===== src/rpd_pkg.sv =====
`default_nettype none

package rpd_pkg;

  localparam int unsigned ByteW   = 8;
  localparam int unsigned CountW  = 12;
  localparam int unsigned StatusW = 2;

  // Largest value the decoded-length counter and limit register can hold.
  localparam int unsigned CountMax = (1 << CountW) - 1;

  typedef enum logic [StatusW-1:0] {
    ST_OK    = 2'd0,
    ST_OVER  = 2'd1,
    ST_TRUNC = 2'd2
  } status_e;

  typedef struct packed {
    logic [ByteW-1:0] code_byte;
    logic             final_byte;
  } in_item_t;

  typedef struct packed {
    logic [ByteW-1:0] byte_value;
    logic [ByteW-1:0] repeat_count;
    logic             end_of_payload;
    status_e          status;
  } out_item_t;

  typedef struct packed {
    logic [CountW-1:0] decoded_limit;
  } cfg_item_t;

  // Decode outcome for one request: whether a result is produced, and its payload.
  typedef struct packed {
    logic      emit;
    out_item_t item;
  } dec_res_t;

endpackage

`default_nettype wire


===== src/rpd_stream_if.sv =====
`default_nettype none

interface rpd_stream_if #(
  parameter type T = logic
);
  logic valid;
  logic ready;
  T     data;

  modport source (output valid, output data, input ready);
  modport sink   (input valid, input data, output ready);
endinterface

`default_nettype wire


===== src/rpd_in_stage.sv =====
`default_nettype none

module rpd_in_stage
  import rpd_pkg::*;
(
  input  logic     clk_i,
  input  logic     rst_ni,
  input  logic     in_valid_i,
  input  in_item_t in_data_i,
  input  logic     advance_i,
  output logic     in_ready_o,
  output logic     item_valid_o,
  output in_item_t item_o
);

  logic     valid_q, valid_d;
  in_item_t item_q;
  logic     take;

  // Take a new request whenever the held one is empty or leaves this cycle.
  assign in_ready_o = !valid_q || advance_i;
  assign take       = in_valid_i && in_ready_o;

  always_comb begin
    valid_d = valid_q;
    if (take) begin
      valid_d = 1'b1;
    end else if (advance_i) begin
      valid_d = 1'b0;
    end
  end

  always_ff @(posedge clk_i or negedge rst_ni) begin
    if (!rst_ni) begin
      valid_q <= 1'b0;
    end else begin
      valid_q <= valid_d;
    end
  end

  always_ff @(posedge clk_i) begin
    if (take) begin
      item_q <= in_data_i;
    end
  end

  assign item_valid_o = valid_q;
  assign item_o       = item_q;

endmodule

`default_nettype wire


===== src/rpd_decode.sv =====
`default_nettype none

module rpd_decode
  import rpd_pkg::*;
(
  input  logic              clk_i,
  input  logic              rst_ni,
  input  logic              fire_i,
  input  in_item_t          item_i,
  input  logic [CountW-1:0] limit_i,
  output dec_res_t          res_o
);

  typedef enum logic [1:0] {
    PH_CTRL = 2'd0,
    PH_LIT  = 2'd1,
    PH_REP  = 2'd2
  } phase_e;

  phase_e            phase_q, phase_d;
  logic [ByteW-1:0]  lit_q, lit_d;
  logic [ByteW-1:0]  pend_q, pend_d;
  logic [CountW-1:0] count_q, count_d;
  status_e           err_q, err_d;

  logic [ByteW-1:0]  lit_dec;
  logic [CountW:0]   sum_rep;
  logic [CountW:0]   sum_lit;
  logic [CountW:0]   sum_one;
  logic              fin;
  logic [ByteW-1:0]  b;

  always_comb begin
    phase_d = phase_q;
    lit_d   = lit_q;
    pend_d  = pend_q;
    count_d = count_q;
    err_d   = err_q;
    res_o   = '0;

    fin     = item_i.final_byte;
    b       = item_i.code_byte;
    lit_dec = lit_q - ByteW'(1);
    sum_rep = {1'b0, count_q} + (CountW+1)'(pend_q);
    sum_lit = {1'b0, count_q} + (CountW+1)'(b[ByteW-2:0]) + (CountW+1)'(1);
    sum_one = {1'b0, count_q} + (CountW+1)'(1);

    if (err_q == ST_OK) begin
      priority if (phase_q == PH_LIT) begin
        lit_d = lit_dec;
        if (fin && (lit_dec != '0)) begin
          err_d = ST_TRUNC;
        end else begin
          count_d                    = sum_one[CountW-1:0];
          res_o.emit                 = 1'b1;
          res_o.item.byte_value      = b;
          res_o.item.repeat_count    = ByteW'(1);
          res_o.item.end_of_payload  = fin;
          if (lit_dec == '0) begin
            phase_d = PH_CTRL;
          end
        end
      end else if (phase_q == PH_REP) begin
        if (sum_rep > {1'b0, limit_i}) begin
          err_d = ST_OVER;
        end else begin
          count_d                    = sum_rep[CountW-1:0];
          res_o.emit                 = 1'b1;
          res_o.item.byte_value      = b;
          res_o.item.repeat_count    = pend_q;
          res_o.item.end_of_payload  = fin;
          phase_d                    = PH_CTRL;
          pend_d                     = '0;
        end
      end else begin
        // Control byte (an unused phase code decodes the same way).
        if (fin) begin
          err_d = ST_TRUNC;
        end else if (b[ByteW-1]) begin
          pend_d  = {1'b0, b[ByteW-2:0]} + ByteW'(2);
          phase_d = PH_REP;
        end else if (sum_lit > {1'b0, limit_i}) begin
          err_d = ST_OVER;
        end else begin
          lit_d   = {1'b0, b[ByteW-2:0]} + ByteW'(1);
          phase_d = PH_LIT;
        end
      end
    end

    if (fin) begin
      if (!res_o.emit) begin
        res_o.emit                = 1'b1;
        res_o.item.end_of_payload = 1'b1;
        res_o.item.status         = err_d;
      end
      phase_d = PH_CTRL;
      lit_d   = '0;
      pend_d  = '0;
      count_d = '0;
      err_d   = ST_OK;
    end
  end

  always_ff @(posedge clk_i or negedge rst_ni) begin
    if (!rst_ni) begin
      phase_q <= PH_CTRL;
      lit_q   <= '0;
      pend_q  <= '0;
      count_q <= '0;
      err_q   <= ST_OK;
    end else if (fire_i) begin
      phase_q <= phase_d;
      lit_q   <= lit_d;
      pend_q  <= pend_d;
      count_q <= count_d;
      err_q   <= err_d;
    end
  end

  a_clear_after_final: assert property (@(posedge clk_i) disable iff (!rst_ni)
    fire_i && item_i.final_byte |=> phase_q == PH_CTRL && count_q == '0 && err_q == ST_OK)
    else $error("payload state not cleared after final byte");

  a_silent_after_error: assert property (@(posedge clk_i) disable iff (!rst_ni)
    fire_i && err_q != ST_OK && !item_i.final_byte |-> !res_o.emit)
    else $error("result produced while payload is in error");

endmodule

`default_nettype wire


===== src/rpd_out_stage.sv =====
`default_nettype none

module rpd_out_stage
  import rpd_pkg::*;
(
  input  logic      clk_i,
  input  logic      rst_ni,
  input  logic      load_i,
  input  out_item_t item_i,
  input  logic      out_ready_i,
  output logic      out_free_o,
  output logic      out_valid_o,
  output out_item_t out_data_o
);

  logic      valid_q, valid_d;
  out_item_t item_q;

  // Free when empty or when the held result is taken this cycle.
  assign out_free_o = !valid_q || out_ready_i;

  always_comb begin
    valid_d = valid_q;
    if (load_i) begin
      valid_d = 1'b1;
    end else if (out_ready_i) begin
      valid_d = 1'b0;
    end
  end

  always_ff @(posedge clk_i or negedge rst_ni) begin
    if (!rst_ni) begin
      valid_q <= 1'b0;
    end else begin
      valid_q <= valid_d;
    end
  end

  always_ff @(posedge clk_i) begin
    if (load_i) begin
      item_q <= item_i;
    end
  end

  assign out_valid_o = valid_q;
  assign out_data_o  = item_q;

endmodule

`default_nettype wire


===== src/rle_packet_decompressor.sv =====
`default_nettype none

// Run-length payload decoder in the PackBits style. Compressed bytes arrive one per request on
// in_i, the last byte of a payload flagged by final_byte. A control byte below 128 opens a literal
// run of (value + 1) bytes, each decoded into one result with repeat_count 1; a control byte of
// 128 or more makes the next byte a result with repeat_count (value - 126). Control bytes give no
// result of their own. The total decoded length is checked against decoded_limit (written on cfg_i,
// reset to MAX_DECODED_BYTES clamped to 4095); an overrun sets status 1, and a payload that ends
// inside a run or on a control byte sets status 2. Once in error the block emits nothing until the
// final byte, which then yields a status-only result (repeat_count 0) so the consumer drops the
// packet; every final byte yields exactly one result. Throughput is one byte per clock while
// neither side stalls: the decode and length check sit in one short path from the input register
// to the result register, from which the result is offered. Either side may stall freely. The
// configuration port is always ready and should be written only while the block is idle.

module rle_packet_decompressor
  import rpd_pkg::*;
#(
  parameter int unsigned MAX_DECODED_BYTES = 2048
) (
  input  logic         clk_i,
  input  logic         rst_ni,
  rpd_stream_if.sink   in_i,
  rpd_stream_if.source out_o,
  rpd_stream_if.sink   cfg_i
);

  localparam int unsigned LimitRstInt =
      (MAX_DECODED_BYTES > CountMax) ? CountMax : MAX_DECODED_BYTES;
  localparam logic [CountW-1:0] LimitRst = CountW'(LimitRstInt);

  logic [CountW-1:0] limit_q;

  logic      item_valid;
  in_item_t  item;
  logic      out_free;
  logic      fire;
  dec_res_t  dec_res;
  out_item_t out_data;
  logic      out_valid;

  // Length limit register: take each write at once.
  assign cfg_i.ready = 1'b1;

  always_ff @(posedge clk_i or negedge rst_ni) begin
    if (!rst_ni) begin
      limit_q <= LimitRst;
    end else if (cfg_i.valid) begin
      limit_q <= cfg_i.data.decoded_limit;
    end
  end

  // Input register: hold one request until the decode step consumes it.
  rpd_in_stage u_in_stage (
    .clk_i        (clk_i),
    .rst_ni       (rst_ni),
    .in_valid_i   (in_i.valid),
    .in_data_i    (in_i.data),
    .advance_i    (fire),
    .in_ready_o   (in_i.ready),
    .item_valid_o (item_valid),
    .item_o       (item)
  );

  // Decode the held byte only when the result register can take whatever it produces.
  assign fire = item_valid && out_free;

  rpd_decode u_decode (
    .clk_i   (clk_i),
    .rst_ni  (rst_ni),
    .fire_i  (fire),
    .item_i  (item),
    .limit_i (limit_q),
    .res_o   (dec_res)
  );

  // Result register: parts the decoder from the consumer so a stalled result does not block
  // the next request from entering.
  rpd_out_stage u_out_stage (
    .clk_i       (clk_i),
    .rst_ni      (rst_ni),
    .load_i      (fire && dec_res.emit),
    .item_i      (dec_res.item),
    .out_ready_i (out_o.ready),
    .out_free_o  (out_free),
    .out_valid_o (out_valid),
    .out_data_o  (out_data)
  );

  assign out_o.valid = out_valid;
  assign out_o.data  = out_data;

  a_status_only_on_end: assert property (@(posedge clk_i) disable iff (!rst_ni)
    out_valid && out_data.repeat_count == '0 |-> out_data.end_of_payload)
    else $error("status-only result without end of payload");

  a_status_ok_mid_payload: assert property (@(posedge clk_i) disable iff (!rst_ni)
    out_valid && !out_data.end_of_payload |-> out_data.status == ST_OK)
    else $error("error status on a result inside the payload");

endmodule

`default_nettype wire


===== src/flat_wrapper.sv =====
// flat-port wrapper written by rule: the top's interface ports become plain ports
module rle_packet_decompressor_flat import rpd_pkg::*;
#(
  parameter int unsigned MAX_DECODED_BYTES = 2048
)
  (clk_i, rst_ni, in_i_valid, in_i_data, in_i_ready, out_o_valid, out_o_data, out_o_ready, cfg_i_valid, cfg_i_data, cfg_i_ready);
  rpd_stream_if #(.T(in_item_t)) in_i_i ();
  rpd_stream_if #(.T(out_item_t)) out_o_i ();
  rpd_stream_if #(.T(cfg_item_t)) cfg_i_i ();
  input  logic clk_i;
  input  logic rst_ni;
  input wire logic [$bits(in_i_i.valid)-1:0] in_i_valid;
  input wire logic [$bits(in_i_i.data)-1:0] in_i_data;
  output wire logic [$bits(in_i_i.ready)-1:0] in_i_ready;
  output wire logic [$bits(out_o_i.valid)-1:0] out_o_valid;
  output wire logic [$bits(out_o_i.data)-1:0] out_o_data;
  input wire logic [$bits(out_o_i.ready)-1:0] out_o_ready;
  input wire logic [$bits(cfg_i_i.valid)-1:0] cfg_i_valid;
  input wire logic [$bits(cfg_i_i.data)-1:0] cfg_i_data;
  output wire logic [$bits(cfg_i_i.ready)-1:0] cfg_i_ready;
  assign in_i_i.valid = in_i_valid;
  assign in_i_i.data = in_i_data;
  assign in_i_ready = in_i_i.ready;
  assign out_o_valid = out_o_i.valid;
  assign out_o_data = out_o_i.data;
  assign out_o_i.ready = out_o_ready;
  assign cfg_i_i.valid = cfg_i_valid;
  assign cfg_i_i.data = cfg_i_data;
  assign cfg_i_ready = cfg_i_i.ready;
  rle_packet_decompressor #(.MAX_DECODED_BYTES(MAX_DECODED_BYTES)) u_core (.clk_i(clk_i), .rst_ni(rst_ni), .in_i(in_i_i), .out_o(out_o_i), .cfg_i(cfg_i_i));
endmodule

===== config.mk =====
export PLATFORM = sky130hd
export DESIGN_NAME = rle_packet_decompressor_flat
export DESIGN_NICKNAME = d
export VERILOG_FILES = /design/src/rpd_pkg.sv /design/src/rpd_stream_if.sv /design/src/rpd_in_stage.sv /design/src/rpd_decode.sv /design/src/rpd_out_stage.sv /design/src/rle_packet_decompressor.sv /design/src/flat_wrapper.sv
export SDC_FILE = /design/constraint.sdc
export NUM_CORES = 1
export LEC_CHECK = 0
export ABC_AREA = 0
export BUFFER_PORTS_ARGS = -buffer_cell sky130_fd_sc_hd__buf_2
export CORE_MARGIN = 2
export CORE_UTILIZATION = 60
export DETAILED_ROUTE_END_ITERATION = 10
export PLACE_DENSITY = 0.81
export SLEW_MARGIN = 20
export SYNTH_ARGS = -nofsm -noshare
export SYNTH_HDL_FRONTEND = slang
export SYNTH_SLANG_ARGS = --single-unit

===== constraint.sdc =====
create_clock -name clk_i -period 6.9 [get_ports clk_i]
set_input_delay 0.69 -clock clk_i [delete_from_list [all_inputs] [get_ports clk_i]]
set_output_delay 0.69 -clock clk_i [all_outputs]
set_load 0.05 [all_outputs]

==> impl_metrics.json, run 1 <==
{
  "cts_buffer_depth": 2,
  "core_sq_mm": 0.008134,
  "crit_fanout": 8,
  "synth.mux.area_fraction_pct": 1.280,
  "cts_resized": 0,
  "wl_um": 12260,
  "slew_headroom_pct": 34.64,
  "synth.largest_area_cell": "dfrtp_1",
  "antenna_cells": 0,
  "worstPathArrival_ps": 4930,
  "synth_area_leaders": "dfrtp_1 23%, edfxtp_1 17%, ha_1 12%",
  "worst_pin_slew_ps": 969.9,
  "grt_pass1_vias": 3991,
  "critPathKind": "flop to flop",
  "gr-total-overflow": 0,
  "fp.dieH_um": 95.14,
  "fmax_mhz": 213.1,
  "fin_crit_sh_pct": 68.01,
  "reg2reg_slack_ps": 2210,
  "antenna_found_initial": 0,
  "initial_core_util_pct": 61.27,
  "num_rows": 33,
  "postCtsSetupBuffers": 0,
  "cp-startpoint": "u_core.u_in_stage.item_o[2]",
  "finalSetupTns_ps": 0,
  "cts_hold_buf": 0,
  "drc": 0,
  "path_clk_slew_ps": 90,
  "synth_top_area_share_pct": 22.60,
  "syn-num-nets": 595,
  "dieArea_sq_mm": 0.009051,
  "synth_top_family_by_area": "compound AO/OA/AOI/OAI gates",
  "ir_worst_vdd_mv": 0.1708,
  "grt_pass1_wl_um": 19930,
  "synth.distinct_cells": 64,
  "drv_slew": 0,
  "total_power_w": 0.002274,
  "required_ps": 7140,
  "synth_compound_area_share_pct": 19.43,
  "boundaryPins": 48,
  "syn_to_final_growth_pct": 10.47,
  "grt_max_degree": 47,
  "synth.ff_latch_count": 74,
  "dpl.hpwl_um": 8934,
  "worstReg2RegEnd": "u_core.u_decode.lit_q[6]",
  "cp-end-kind": "flop",
  "synth_xor_xnor_area_share_pct": 5.272,
  "drtPass1Iterations": 5,
  "outcome": "complete, no violations",
  "fin_util_pct": 67.68,
  "cts_buffers": 9,
  "timing.rr.start": "u_core.u_in_stage.item_o[2]",
  "groute.usage.overall_pct": 28.83,
  "power_density_mw_per_mm2": 413.1,
  "grt_setup_unrepaired": "false",
  "vias": 4230,
  "drive_gt1_share_pct": 15.87,
  "root_buffer": "clkbuf_8",
  "min_period_ps": 4693,
  "r2r_cells": 16,
  "start_kind": "flop",
  "fin_skew_ps": 12.11,
  "ys_seq_area_share_pct": 39.99,
  "finalHoldViolCount": 0,
  "max-cap-violations": 0,
  "avgViaCountPerCell": 6.295,
  "numPortBuffers": 46,
  "yosysWarnings": 0,
  "ys.flop_type": "dfrtp_1",
  "die_w_um": 95.14,
  "gp_congestion": 0.9486,
  "place_ws_ps": 2297,
  "tritoncts": "built",
  "synth_edf_count": 28,
  "cts_htree_levels": 3,
  "synthCells": 521,
  "finalWorstSetupSlack_ps": 2207,
  "drt_iter0_markers": 332,
  "synthAdderAreaFrac_pct": 12.35,
  "postSynthAreaPerCell_sq_um": 9.565,
  "syn_area_sq_mm": 0.004984,
  "setup_viol": 0,
  "total_leakage_power_nw": 2.487,
  "nNetsFinal": 636,
  "postRouteAntennaNets": 0,
  "hold_class": "input port to asynchronous set/reset pin",
  "synth-simple-area-share_pct": 17.27,
  "async_flop_share_pct": 62.16,
  "wl_per_cell_um": 18.25,
  "cts.sinks": 74,
  "clk_latency_ps": 360
}
## layer usage
metal,vias up,GRT usage (%),part of all wire [%]
met5,-,0,0
met4,0,8.575,2.1
met3,36,7.431,9.1
met2,230,44.95,46
met1,1969,39.68,43
li1,1995,-,-
## power by group
part           switching [W]  internal, W  total [W]
sequential          0.000140     0.000587   0.000727
combinational       0.000730     0.000430    0.00116
clock               0.000180     0.000208   0.000387
## cells in the final DEF, fill, tap and decap left out, types with 3 or more instances in the layout
cell,Yosys,routed
a211oi_1,5,5
a21o_1,7,7
a21oi_1,26,26
a221o_1,4,4
a22o_2,5,5
a31o_2,4,4
a31oi_1,7,7
and2_1,16,16
and3_1,4,4
buf_2,1,46
buf_4,2,3
clkbuf_8,0,9
dfrtp_1,45,45
edfxtp_1,28,28
ha_1,46,46
inv_1,31,31
nand2_1,36,36
nand2b_1,4,4
nand3_1,17,17
nand4_1,6,6
nor2_1,38,38
nor2b_1,11,11
nor3_1,14,14
nor4_1,8,8
o211ai_1,6,6
o21a_1,7,7
o21ai_0,40,40
o22ai_1,3,3
o31ai_1,11,11
or3_1,4,4
xnor2_1,18,18
xor2_1,12,12
## flip-flops by register name, indices dropped and copies added (netlist names)
name,count
u_core.limit_q,12
u_core.u_decode.count_q,12
u_core.u_decode.err_q,2
u_core.u_decode.lit_q,8
u_core.u_decode.pend_q,8
u_core.u_decode.phase_q,2
u_core.u_in_stage.item_o,9
u_core.u_in_stage.item_valid_o,1
u_core.u_out_stage.out_data_o,19
u_core.u_out_stage.out_valid_o,1
## per-stage QoR
step,hold WS [ps],instance area (sq um),instances
after global routing,477.3,5505,672
after detailed placement,540.9,5280,656
final,430.8,5505,672
after global placement,529.3,5280,656
after floorplan,394.4,4984,521
after CTS,442.6,5505,672
## cell usage after synthesis (12+ instances only)
| master | instances |
|---|---|
| nand3_1 | 17 |
| ha_1 | 46 |
| xor2_1 | 12 |
| a21oi_1 | 26 |
| xnor2_1 | 18 |
| clkbuf_1 | 13 |
| inv_1 | 31 |
| edfxtp_1 | 28 |
| dfrtp_1 | 45 |
| nand2_1 | 36 |
| and2_1 | 16 |
| o21ai_0 | 40 |
| nor3_1 | 14 |
| nor2_1 | 38 |
## worst max path at each step
stage / to / slack [ps] / cells after the start
2_1_floorplan: u_core.u_out_stage.out_data_o[0] / 1530 / 15
3_3_place_gp: u_core.u_out_stage.out_data_o[10] / 2430 / 16
3_5_place_dp: u_core.u_out_stage.out_data_o[8] / 2300 / 16
4_1_cts: u_core.u_out_stage.out_data_o[8] / 2290 / 16
5_1_grt: u_core.u_out_stage.out_data_o[8] / 1880 / 16
6_report: u_core.u_decode.lit_q[6] / 2210 / 16
## critical path, stage by stage, from the launching register on
cell and delay (ps):
edfxtp_1 560, ha_1 340, nor2b_1 110, o21ai_0 130, a21boi_0 280, o21ai_0 150, a21oi_1 380, and3_1 230
xor2_1 170, ha_1 270, nand3_1 140, nor4_1 80, a21o_1 150, a31o_2 260, a31oi_1 570, nand2b_1 410
mux2_1 360
## cell families (layout without fill, tap and decap cells)
family	after synthesis	count (layout)
buffers and inverters	51	97
AO/OA/AOI/OAI	142	142
flip-flops	74	74
XOR/XNOR	30	30
multiplexers	5	5
adder cells (fa/ha/maj)	48	48
other	1	1
AND/OR/NAND/NOR	170	170
## layout make-up
cell class / count / area, sq um
well taps: 105 / 131.4
clock inverters: 7 / 101.3
inverters: 32 / 120.1
flip-flops and latches: 74 / 1993
multi-input cells: 396 / 2783
repair buffers: 49 / 252.7
fillers: 631 / 2629
clock buffers: 9 / 123.9
(Power assumes the default switching activity.)
==> run 2, diff against run 1 <==
- CORE_UTILIZATION: 60 -> 54
- PLACE_DENSITY: 0.81 -> 0.77
- clock period: 6.9 -> 4.1 ns (I/O delays scaled with it)
==> run 2 against run 1 <==
Net effect: wire length increased by 5.5%; hold slack got worse by 360 ps; total power increased by 80%; flip-flop and latch count unchanged; non-clock buffer count increased by 31; register-to-register slack got worse by 2200 ps; first-iteration DRC count increased by 8.4%; critical endpoint is now u_core.u_decode.count_q[3]; largest cell class unchanged.
==> impl_metrics.json, run 2 (synthesis gave the netlist of run 1 again) <==
{
  "drc": 0,
  "reg2reg_slack_ps": 50,
  "root_buffer": "clkbuf_8",
  "gp_congestion": 0.9197,
  "p_sw_w": 0.001861,
  "fmax_mhz": 246.9,
  "worstPathArrival_ps": 4280,
  "drv_slew": 0,
  "antenna_cells": 0,
  "p_clk_share_pct": 15.9,
  "multi_input_area_sq_mm": 0.002877,
  "num_rows": 35,
  "max-cap-violations": 0,
  "regArea_sq_mm": 0.001994,
  "dieArea_sq_mm": 0.01001,
  "vias": 4317,
  "total_leakage_power_nw": 2.661,
  "avgViaCountPerCell": 6.089,
  "postRouteAntennaNets": 0,
  "fp.dieH_um": 100.1,
  "final_cell_mix": "45 x buf_2, 44 x ha_1, 44 x dfrtp_1, 39 x o21ai_0, 38 x nor2_1",
  "cts_buffer_depth": 2,
  "setup_viol": 0,
  "wl_per_cell_um": 18.24,
  "worst_pin_slew_ps": 743.6,
  "finalSetupTns_ps": 0,
  "layout_commonest_cell": "buf_2",
  "postPlaceCellArea_sq_mm": 0.005426,
  "seqPwrFrac_pct": 29.3,
  "core_sq_mm": 0.009109,
  "die_w_um": 100.1,
  "nFillCells": 704,
  "initial_core_util_pct": 54.71,
  "nNetsFinal": 667,
  "timing.rr.start": "u_core.u_decode.pend_q[0]",
  "crit_fanout": 10,
  "gr-total-overflow": 0,
  "largest_reg_flops": 19,
  "fin_skew_ps": 8.775,
  "fin_cells": 709,
  "finalInstanceArea_sq_mm": 0.005852,
  "clk_latency_ps": 350,
  "grt_pass1_wl_um": 20710,
  "hold_ws_ps": 68.39,
  "worstReg2RegEnd": "u_core.u_decode.count_q[3]",
  "tritoncts": "built",
  "fin_crit_sh_pct": 98.78,
  "power_density_mw_per_mm2": 699.1,
  "finalHoldViolCount": 0,
  "cp-startpoint": "u_core.u_decode.pend_q[0]",
  "critPathKind": "flop to flop",
  "groute.usage.overall_pct": 26.31,
  "placedCellCount": 679,
  "drive_gt1_share_pct": 22.91,
  "cts_hold_buf": 0,
  "cp-end-kind": "flop",
  "path_clk_slew_ps": 80,
  "fin_util_pct": 64.24,
  "cts_htree_levels": 3,
  "cts_buffers": 9,
  "drt_iter0_markers": 360,
  "numPortBuffers": 46,
  "ir_worst_vdd_mv": 0.2486,
  "slew_headroom_pct": 49.97,
  "start_kind": "flop",
  "p_int_w": 0.002230,
  "hold_class": "input port to asynchronous set/reset pin",
  "r2r_cells": 17,
  "wl_um": 12930,
  "combinationalPowerShare_pct": 54.8,
  "min_period_ps": 4050,
  "syn_to_final_growth_pct": 17.42,
  "boundaryPins": 48,
  "grt_setup_unrepaired": "true",
  "drtPass1Iterations": 5,
  "dpl.hpwl_um": 9457,
  "cts.sinks": 74,
  "grt_pass1_vias": 4205,
  "antenna_found_initial": 0,
  "swShare_pct": 45.50,
  "crit_end": "u_core.u_decode.count_q[3]",
  "required_ps": 4330,
  "outcome": "complete, no violations",
  "grt_max_degree": 47
}
-- run 2: per-stage QoR --
stage	total power, W	worst slack [ps]
6_report	0.004091	49.88
2_1_floorplan	0.002657	31.77
4_1_cts	0.003915	32.04
3_3_place_gp	0.003170	89.05
3_5_place_dp	0.003224	-65.82
5_1_grt	0.004359	-80.49
-- run 2: worst min-delay path by stage --
stage	slack, ps	startpoint	end
finish	70	rst_ni	u_core.limit_q[4]
global route	100	rst_ni	u_core.limit_q[2]
CTS	220	in_i_data[8]	u_core.u_in_stage.item_o[8]
detailed placement	540	u_core.u_decode.phase_q[0]	u_core.u_decode.phase_q[0]
global placement	530	u_core.u_decode.lit_q[5]	u_core.u_decode.lit_q[5]
floorplan	110	rst_ni	u_core.limit_q[0]
-- run 2: area by class of cell --
type                       count  area share, %
clock buffer                   9          2.117
clock inverter                 7          1.753
tap                          111          2.373
timing repair buffer          80          8.467
sequential                    74          34.08
multi-input combinational    396          49.16
inverter                      32          2.053
-- run 2: critical path: stages, from the launching register on --
cell and delay [ps]:
dfrtp_1 450, ha_4 170, inv_2 40, fa_2 400, nor2b_2 150, o2111ai_2 190, nand3b_1 180, a21oi_2 90
nor2_1 110, xor2_1 90, ha_1 320, nand4_1 100, or3_4 410, a22oi_4 280, buf_4 190, a21oi_4 60
or2_4 320, a221o_1 380
-- run 2: what timing repair did --
action	CTS	global route
setup buffers	3	10
cloned	0	1
setup endpoints to repair	26	51
resized for setup	3	22
pin swaps	1	9
-- run 2: power groups by stage --
stage / combinational [W] / sequential [W] / clock [W]
detailed placement: 0.00202 / 0.00121 / 0
finish: 0.00224 / 0.00120 / 0.000650
floorplan: 0.00134 / 0.00132 / 0
global placement: 0.00197 / 0.00120 / 0
CTS: 0.00207 / 0.00119 / 0.000660
global route: 0.00245 / 0.00122 / 0.000694
-- run 2: per-layer routing --
metal,vias to the layer above,GRT usage (%),part of all wire (%)
met5,-,0,0
met4,0,9.062,1.8
met3,28,3.760,6.5
met2,183,43.61,48
met1,2050,35.58,44
li1,2056,-,-
